**config.mk**
```make
export PLATFORM = sky130hd
export DESIGN_NAME = ilc_ctrl
export DESIGN_NICKNAME = d
export VERILOG_FILES = /design/src/rtl/ilc_pkg.sv /design/src/rtl/ilc_ctrl.sv
export SDC_FILE = /design/constraint.sdc
export NUM_CORES = 1
export LEC_CHECK = 0
export BUFFER_PORTS_ARGS = -buffer_cell sky130_fd_sc_hd__buf_2
export CAP_MARGIN = 20
export CORE_MARGIN = 2
export CORE_UTILIZATION = 54
export DETAILED_ROUTE_END_ITERATION = 12
export GPL_TIMING_DRIVEN = 1
export PLACE_DENSITY = 0.8
export SETUP_SLACK_MARGIN = 0.02
export SYNTH_ARGS = -nofsm -noshare
export SYNTH_HDL_FRONTEND = slang
export SYNTH_SLANG_ARGS = --single-unit
```
**constraint.sdc**
```tcl
create_clock -name clk -period 2.3 [get_ports clk]
set_input_delay 0.575 -clock clk [delete_from_list [all_inputs] [get_ports clk]]
set_output_delay 0.575 -clock clk [all_outputs]
set_load 0.05 [all_outputs]
```
**src/rtl/ilc_pkg.sv**
```systemverilog
// ----------------------------------------------------------------------------
// Integrated Legendre coefficient package
// Shared constants, types and the controller state encoding.
// ----------------------------------------------------------------------------
package ilc_pkg;

	localparam int DEF_MAX_DEGREE    = 16;
	localparam int DEF_FRACTION_BITS = 32;
	localparam int COEF_W            = 56;
	localparam int DEG_W             = 5;
	localparam int NUM_W             = 64;

	typedef logic signed [COEF_W-1:0] coef_t;

	// Controller states.
	typedef enum logic [3:0] {
		ST_IDLE,
		ST_INIT,
		ST_RD,
		ST_WAIT,
		ST_MUL,
		ST_DIV,
		ST_WR,
		ST_SWAP,
		ST_OUT_RD,
		ST_OUT_WAIT,
		ST_OUT
	} state_t;

	// Commands from controller to datapath.
	typedef struct packed {
		logic       init;
		logic       rd;
		logic       mul;
		logic       div_start;
		logic       wr;
		logic       swap;
		logic       out_rd;
		logic       out_bef;
		logic [5:0] n;
		logic [5:0] i;
	} cmd_t;

	// Status from datapath to controller.
	typedef struct packed {
		logic div_done;
	} sts_t;

endpackage

```
**src/rtl/ilc_ctrl.sv**
```systemverilog
// ----------------------------------------------------------------------------
// Integrated Legendre controller
// Sequences row initialization, the recurrence and the coefficient output.
// ----------------------------------------------------------------------------
module ilc_ctrl import ilc_pkg::*; #(
	parameter int MAX_DEGREE = DEF_MAX_DEGREE
) (
	input  logic             clk,
	input  logic             arst_n,
	input  logic             in_valid,
	output logic             in_ready,
	input  logic [DEG_W-1:0] degree,
	input  logic             out_free,
	output logic             out_push,
	output logic             out_last,
	output logic [DEG_W-1:0] out_index,
	output cmd_t             cmd,
	input  sts_t             sts
);
	state_t state_q, state_d;
	logic [5:0] k_q, n_q, i_q;
	logic [5:0] k_d, n_d, i_d;
	logic [5:0] deg_sat;

	assign deg_sat = (6'(degree) > 6'(MAX_DEGREE)) ? 6'(MAX_DEGREE) : 6'(degree);

	// Next state and counters.
	always_comb begin
		state_d = state_q;
		k_d = k_q;
		n_d = n_q;
		i_d = i_q;
		case (state_q)
			ST_IDLE: begin
				if (in_valid) begin
					k_d = deg_sat;
					i_d = '0;
					state_d = ST_INIT;
				end
			end
			ST_INIT: begin
				if (i_q == 6'(MAX_DEGREE)) begin
					n_d = 6'd2;
					i_d = '0;
					state_d = (k_q >= 6'd2) ? ST_RD : ST_OUT_RD;
				end else begin
					i_d = i_q + 6'd1;
				end
			end
			ST_RD:   state_d = ST_WAIT;
			ST_WAIT: state_d = ST_MUL;
			ST_MUL:  state_d = ST_DIV;
			ST_DIV:  if (sts.div_done) state_d = ST_WR;
			ST_WR: begin
				if (i_q == n_q) begin
					i_d = '0;
					state_d = ST_SWAP;
				end else begin
					i_d = i_q + 6'd1;
					state_d = ST_RD;
				end
			end
			ST_SWAP: begin
				if (n_q == k_q) begin
					state_d = ST_OUT_RD;
				end else begin
					n_d = n_q + 6'd1;
					state_d = ST_RD;
				end
			end
			ST_OUT_RD:   state_d = ST_OUT_WAIT;
			ST_OUT_WAIT: state_d = ST_OUT;
			ST_OUT: begin
				if (out_free) begin
					if (i_q == k_q) begin
						state_d = ST_IDLE;
					end else begin
						i_d = i_q + 6'd1;
						state_d = ST_OUT_RD;
					end
				end
			end
			default: state_d = ST_IDLE;
		endcase
	end

	// Outputs and commands; degree zero is read from the older row.
	always_comb begin
		cmd = '0;
		cmd.n = n_q;
		cmd.i = i_q;
		cmd.out_bef = (k_q == 6'd0);
		in_ready = 1'b0;
		out_push = 1'b0;
		out_last = (i_q == k_q);
		out_index = i_q[DEG_W-1:0];
		case (state_q)
			ST_IDLE:   in_ready = 1'b1;
			ST_INIT:   cmd.init = 1'b1;
			ST_RD:     cmd.rd = 1'b1;
			ST_MUL: begin
				cmd.mul = 1'b1;
				cmd.div_start = 1'b1;
			end
			ST_WR:     cmd.wr = 1'b1;
			ST_SWAP:   cmd.swap = 1'b1;
			ST_OUT_RD: cmd.out_rd = 1'b1;
			ST_OUT_WAIT: cmd.out_rd = 1'b1;
			ST_OUT: begin
				cmd.out_rd = 1'b1;
				out_push = out_free;
			end
			default: ;
		endcase
	end

	// State registers.
	always_ff @(posedge clk or negedge arst_n) begin
		if (!arst_n) begin
			state_q <= ST_IDLE;
			k_q <= '0;
			n_q <= '0;
			i_q <= '0;
		end else begin
			state_q <= state_d;
			k_q <= k_d;
			n_q <= n_d;
			i_q <= i_d;
		end
	end
endmodule

```
==> run_results.csv, run 1 <==
group,metric,value,unit
outcome,outcome,"complete, but fails checks",
outcome,failed_checks,"design-rule violations",
sta,final.min_clock_period,2257,ps
layout,fin_cells,258,
place,numPortBuffers,37,
routing,wl_per_cell,16.11,um
power,power.leakage,0.9150,nW
layout,drive_gt1_frac,0.3789,
layout,nets,241,
worst_setup_path,r2r_slack,220,ps
power,p_switching,0.001676,W
clock_tree,clockBufferDepth,2,
synthesis,synth_seq_cells,21,
routing,antenna_left,0,
floorplan,die_x,58.80,um
synthesis,synth_warnings,0,
floorplan,ios,38,
power,p_seq_frac,0.264,
routing,drcViolationCount,3,
routing,vias,1565,
power,ir_worst_vdd,0.0008798,V
routing,wirelength,4.156,mm
clock_tree,cts-root-buf,"clkbuf_4",
power,p_int,0.001318,W
clock_tree,path_clk_slew,130,ps
floorplan,rows,19,
place,placedCellCount,247,
sta,fin_tns_setup,0,ps
power,p_clk_frac,0.064,
synthesis,yosys-top-cells-area,"dfrtp_1 32%, xor2_1 5.4%, nand2_1 4.2%, buf_4 3.2%, nor2_1 3.2%",
synthesis,synth_edf_count,0,
floorplan,start_util,0.5781,
sta,slew_headroom,0.5720,
global_routing,grt_pass1_wl,6.630,mm
place,place_area,1813,um2
worst_setup_path,worstPathArrival,1680,ps
global_routing,grt_start_max_net_pins,22,
worst_setup_path,cp.required,1730,ps
layout,final_common_cell,"buf_2",
global_routing,antenna_found_initial,0,
worst_setup_path,crit_path_end_kind,"output port",
worst_setup_path,r2r_cells,7,
clock_tree,cts_buffers,3,
synthesis,synthCells,187,
layout,final_cell_mix,"34 x buf_2, 18 x nand2_1, 15 x buf_4",
global_routing,gr-total-overflow,0,
global_routing,grt_pass1_vias,1430,
worst_setup_path,timing.rr.end,"state_q[1]$_DFFE_PN0P_",
sta,clock-skew-final,4.123,ps
floorplan,coreArea,2805,um2
job,maxCapViolCount,0,
power,switching_share,0.5597,
synthesis,synth_area_leader_cell,"dfrtp_1",
synthesis,synth_sequential_area_ratio,0.3241,
worst_setup_path,cp-start-kind,"register",
sta,setup_violations,0,
synthesis,yosysTopAreaCellShare,0.3241,
layout,final_area,1937,um2
floorplan,floorplan.die.height,58.80,um
sta,slew_viol_final,0,
global_routing,grt_usage,0.2466,
synthesis,synth_top_flop_cell,"dfrtp_1",
sta,worstMarginPinSlew,640.6,ps
synthesis,synth_cell_types,54,
clock_tree,cts.sinks,21,
clock_tree,cts_tree,"done",
synthesis,synthArstFlopShare,1.000,
routing,first_iter_violations,111,
sta,hold_violations,0,
worst_setup_path,r2r-start,"i_q[0]$_DFFE_PN0P_",
synthesis,syn_nets,200,
synthesis,syn_area,1622,um2
sta,fin_crit_sh,0.9814,
place,dp_hpwl,3.002,mm
power,p_comb_frac,0.672,
floorplan,dieArea,3457,um2
routing,vias_per_cell,6.066,
sta,clock.fmax,0.4430,GHz
sta,rsz0062_at_grt,"true",
synthesis,syn_avg_cell_area,8.671,um2
layout,synthToLayoutAreaGrowth,19.44,%
power,p_per_area,1546,nW/um2
worst_setup_path,cp_max_fo,5,
routing,drtPass1Iterations,8,
min_path,hold_path.class,"in2async",
worst_setup_path,path_class,"reg2out",
place,gp_congestion,0.9561,
layout,postLayoutCoreUtil,0.6905,
layout,num_antenna_cells,0,
clock_tree,clock_latency,310,ps
clock_tree,h-tree-depth,1,
[cell families (layout without fill, tap and decap cells)]
kind of cell / count (synthesis) / after routing / synth area share
AO/OA/AOI/OAI: 47 / 47 / 0.2091
buffers and inverters: 23 / 63 / 0.08256
flip-flops: 21 / 21 / 0.3241
XOR/XNOR: 16 / 16 / 0.08642
adder cells (fa/ha/maj): 3 / 3 / 0.02315
multiplexers: 1 / 1 / 0.006944
AND/OR/NAND/NOR: 76 / 76 / 0.2678
[power groups by stage]
stage / Sequential, W / Combinational, W / Clock [W]
6_report: 0.000791 / 0.00201 / 0.000192
5_1_grt: 0.000818 / 0.00215 / 0.000215
4_1_cts: 0.000775 / 0.00190 / 0.000195
3_5_place_dp: 0.000777 / 0.00186 / 0
3_3_place_gp: 0.000765 / 0.00180 / 0
2_1_floorplan: 0.000846 / 0.00142 / 0
[per-stage QoR]
stage | power, W | hold WS, ps | worst slack (ps)
2_1_floorplan | 0.002265 | 279.4 | -100.2
3_5_place_dp | 0.002639 | 561.2 | 201.0
3_3_place_gp | 0.002570 | 549.5 | 257.4
4_1_cts | 0.002869 | 214.7 | 34.59
6_report | 0.002994 | 203.7 | 42.89
5_1_grt | 0.003186 | 206.2 | -30.44
[worst max-delay path: stages, from the launching register on]
cell	delay [ps]
dfrtp_2	470
xor2_1	180
nor4_2	320
nand2_1	140
inv_1	100
buf_6	160
[layer usage]
layer  part of all wire  vias to the layer above  global-route usage
li1                   -                      737                   -
met1               0.43                      758              0.3329
met2               0.51                       62              0.4254
met3              0.047                        8             0.03516
met4              0.016                        0             0.04221
met5                  0                        -                   0
[state kept, by name, indices dropped and copies added (netlist names)]
signal	count
i_q	6
k_q	5
state_q	4
n_q	6
[what timing repair did]
action | in CTS | in global routing
setup buffers | 0 | 7
resized for setup | 7 | 11
endpoints found under the hold margin | 0 | 0
endpoints found under the setup margin | 8 | 7
hold buffers | 0 | 0
pin swaps | 0 | 1
[cell usage after synthesis, types with 3 or more instances]
master and instances:
buf_2 4, xnor2_1 6, dfrtp_1 21, or3_1 5
a211oi_1 3, nor2_1 14, nand2_1 18, nand2b_1 8
nor2b_1 4, o21ai_1 4, a21bo_2 3, o21ai_0 8
inv_1 8, a22o_1 5, a21oi_1 8, xor2_1 10
buf_4 7, ha_1 3, nand3_1 4, nor3_1 6
[final cells by class]
type	instances	area, um2
clock buffers	3	22.52
clock inverters	1	7.507
fillers	244	868.3
inverters	8	30.03
multi-input cells	143	993.5
flip-flops and latches	21	539.3
well taps	31	38.79
repair buffers	51	305.3
[how the worst max path moves through the flow]
stage	end	from	slack, ps
finish	out_last	i_q[0]$_DFFE_PN0P_	40
detailed placement	state_q[1]$_DFFE_PN0P_	i_q[0]$_DFFE_PN0P_	200
floorplan	cmd[17]	state_q[3]$_DFFE_PN0P_	-100
CTS	out_last	k_q[2]$_DFFE_PN0P_	30
global route	out_last	i_q[0]$_DFFE_PN0P_	-30
global placement	out_last	i_q[4]$_DFFE_PN0P_	260
Note: power is estimated with default switching activity, not from simulation.
==> run 2: changes to the inputs <==
--- a/config.mk
+++ b/config.mk
@@ -5,6 +5,7 @@
 export SDC_FILE = /design/constraint.sdc
 export NUM_CORES = 1
 export LEC_CHECK = 0
+export ABC_AREA = 1
 export BUFFER_PORTS_ARGS = -buffer_cell sky130_fd_sc_hd__buf_2
 export CAP_MARGIN = 20
 export CORE_MARGIN = 2
==> run 2 against run 1 <==
The run now ends clean. Utilization fell by 3.5 points. Sequential power decreased by 24%. Count of clock-buffer cells in the layout stayed put. Critical path type unchanged. Hold slack got worse by 15 ps. Critical path depth up 1. Synthesized cell count rose by 40%. Largest power group unchanged. Setup slack gained 71 ps. Register-to-register slack better by 470 ps. First-iteration DRC count is 26% lower.
==> run_results.csv, run 2 <==
group,metric,value,unit
outcome,outcome,"completed",
synthesis,syn_area,1712,um2
global_routing,grt_pass1_wl,6.879,mm
place,dp_hpwl,3.234,mm
synthesis,synth_sequential_area_ratio,0.3070,
power,p_per_area,1249,nW/um2
clock_tree,cts-root-buf,"clkbuf_4",
worst_setup_path,cp.required,1730,ps
sta,worstMarginPinSlew,475.1,ps
layout,final_cell_mix,"89 x nand2_1, 36 x buf_2, 31 x inv_1",
floorplan,start_util,0.5653,
floorplan,dieArea,3636,um2
sta,slew_viol_final,0,
layout,final_area,1984,um2
synthesis,synth_adder_area_share,0.02193,
synthesis,syn_avg_cell_area,6.533,um2
synthesis,synth_top_flop_cell,"dfrtp_1",
routing,drtPass1Iterations,4,
synthesis,yosysTopAreaCellShare,0.3070,
synthesis,synth_edf_count,0,
worst_setup_path,r2r_cells,10,
worst_setup_path,path_class,"reg2out",
floorplan,coreArea,3028,um2
power,ir_worst_vdd,0.0007381,V
synthesis,synth_common_cells,"89 x nand2_1, 31 x inv_1, 25 x nor2_1",
synthesis,synth_cell_types,31,
power,p_int,0.001034,W
global_routing,grt_start_max_net_pins,22,
job,maxCapViolCount,0,
floorplan,die_x,60.30,um
sta,setup_violations,0,
layout,register_area,530.5,um2
clock_tree,cts_tree,"done",
clock_tree,path_clk_slew,130,ps
clock_tree,cts_buffers,3,
synthesis,synthArstFlopShare,1.000,
layout,nets,317,
sta,clock.fmax,0.4575,GHz
synthesis,synth-compound-area-share,0.07895,
layout,nFillCells,294,
synthesis,synth_top_family_by_area,"simple AND/OR/NAND/NOR gates",
clock_tree,clock_latency,320,ps
power,power.leakage,1.164,nW
sta,rsz0062_at_grt,"false",
worst_setup_path,crit_path_end_kind,"output port",
global_routing,grt_pass1_vias,1585,
synthesis,synthCells,262,
power,p_clk_frac,0.077,
worst_setup_path,r2r-start,"state_q[0]$_DFFE_PN0P_",
routing,wirelength,4.212,mm
power,p_switching,0.001445,W
place,gp_congestion,0.8562,
routing,vias,1793,
power,p_comb_frac,0.679,
routing,drcViolationCount,0,
sta,fin_crit_sh,0.9503,
sta,fin_tns_setup,0,ps
synthesis,synth_warnings,0,
sta,final.min_clock_period,2186,ps
power,switching_share,0.5827,
synthesis,synth_most_common_cell,"nand2_1",
sta,clock-skew-final,7.867,ps
worst_setup_path,cp_max_fo,5,
global_routing,gr-total-overflow,0,
worst_setup_path,timing.rr.end,"i_q[5]$_DFFE_PN0P_",
routing,wl_per_cell,12.14,um
synthesis,synth.area.mux_share,0,
synthesis,synth_seq_cells,21,
place,numPortBuffers,37,
place,place_area,1894,um2
power,p_seq_frac,0.244,
worst_setup_path,cp-start-kind,"register",
synthesis,yosys-top-cells-area,"dfrtp_1 31%, nand2_1 20%, nand3_1 7.0%, inv_1 6.8%, nor2_1 5.5%",
synthesis,synth_xor_area_frac,0.02047,
layout,reg_top3,"i_q (6), n_q (6), k_q (5)",
routing,antenna_left,0,
clock_tree,cts.sinks,21,
layout,multi_input_area,967.2,um2
worst_setup_path,worstPathArrival,1610,ps
synthesis,synth_area_leader_cell,"dfrtp_1",
global_routing,antenna_found_initial,0,
min_path,hold_path.class,"in2async",
sta,hold_violations,0,
layout,num_antenna_cells,0,
layout,drive_gt1_frac,0.2574,
global_routing,grt_usage,0.2513,
worst_setup_path,r2r_slack,690,ps
routing,first_iter_violations,82,
sta,slew_headroom,0.6832,
clock_tree,clockBufferDepth,2,
routing,vias_per_cell,5.167,
layout,final_common_cell,"nand2_1",
clock_tree,h-tree-depth,1,
synthesis,synth-simple-area-share,0.4437,
floorplan,rows,20,
synthesis,syn_nets,275,
floorplan,floorplan.die.height,60.30,um
clock_tree,hold_buffers,0,
layout,synthToLayoutAreaGrowth,15.94,%
floorplan,ios,38,
==> run 2: changes by cell type after synthesis, moves of 5 or more <==
cell / delta
nand2_1: +71
inv_2: +7
or3_1: -5
xnor2_1: -6
xor2_1: -6
inv_1: +23
nand2b_1: -8
nor3_1: -6
a22o_1: -5
nor2_1: +11
nand3_1: +20
nand2_2: +6
==> run 2: what timing repair did <==
item                       4_1_cts  5_1_grt
setup endpoints to repair        1        1
pin swaps                        0        1
buffers inserted                 0        7
gates resized for setup          2        3
==> run 2: worst max path at each step <==
stage / from / end / slack [ps] / cells past startpoint
after global placement: i_q[1]$_DFFE_PN0P_ / out_last / 430 / 7
final: i_q[3]$_DFFE_PN0P_ / out_last / 110 / 6
after detailed placement: i_q[1]$_DFFE_PN0P_ / out_last / 380 / 7
after CTS: i_q[4]$_DFFE_PN0P_ / out_last / 20 / 7
after floorplan: state_q[3]$_DFFE_PN0P_ / cmd[17] / 100 / 4
after global routing: i_q[3]$_DFFE_PN0P_ / out_last / 30 / 6
==> run 2: kinds of logic after synthesis <==
family,after synthesis
adder cells (fa/ha/maj),3
AND/OR/NAND/NOR,162
flip-flops,21
AO/OA/AOI/OAI,24
buffers and inverters,48
XOR/XNOR,4
==> run 2: final cells by class <==
cell class,instances,share of cell area
sequential,21,0.2673
timing repair buffer,46,0.1286
clock buffer,3,0.01135
multi-input combinational,193,0.4874
tap,44,0.02774
inverter,39,0.07377
clock inverter,1,0.003783
==> run 2: stage by stage <==
stage               power, W  worst slack, ps  instances  hold slack (ps)    util
detailed placement  0.002238            380.8        336            562.8  0.6256
global placement    0.002218            425.8        336            554.4  0.6256
floorplan           0.001940            103.7        262            279.4       -
CTS                 0.002438            21.79        340            205.8  0.6364
global route        0.002706            25.02        347            203.2  0.6554
finish              0.002479            114.3        347            188.5  0.6554
==> run 2: layer usage <==
layer | routed length, um | up-vias | GRT usage
li1 | - | 906 | -
met2 | 2058 | 61 | 0.4348
met3 | 227 | 7 | 0.02597
met5 | 0 | - | 0
met1 | 1853 | 819 | 0.3248
met4 | 73 | 0 | 0.08889
==> run 2: critical path, stage by stage, from the launching register on <==
cell	delay [ps]
dfrtp_2	470
inv_1	130
o21ai_0	90
nor2_1	170
nand3_1	140
inv_1	70
clkbuf_4	220
==> run 2: power groups by stage <==
stage	clock (W)	combinational (W)	sequential, W
floorplan	0	0.00126	0.000678
global placement	0	0.00161	0.000610
detailed placement	0	0.00163	0.000609
CTS	0.000198	0.00163	0.000605
global route	0.000217	0.00188	0.000611
finish	0.000192	0.00168	0.000604
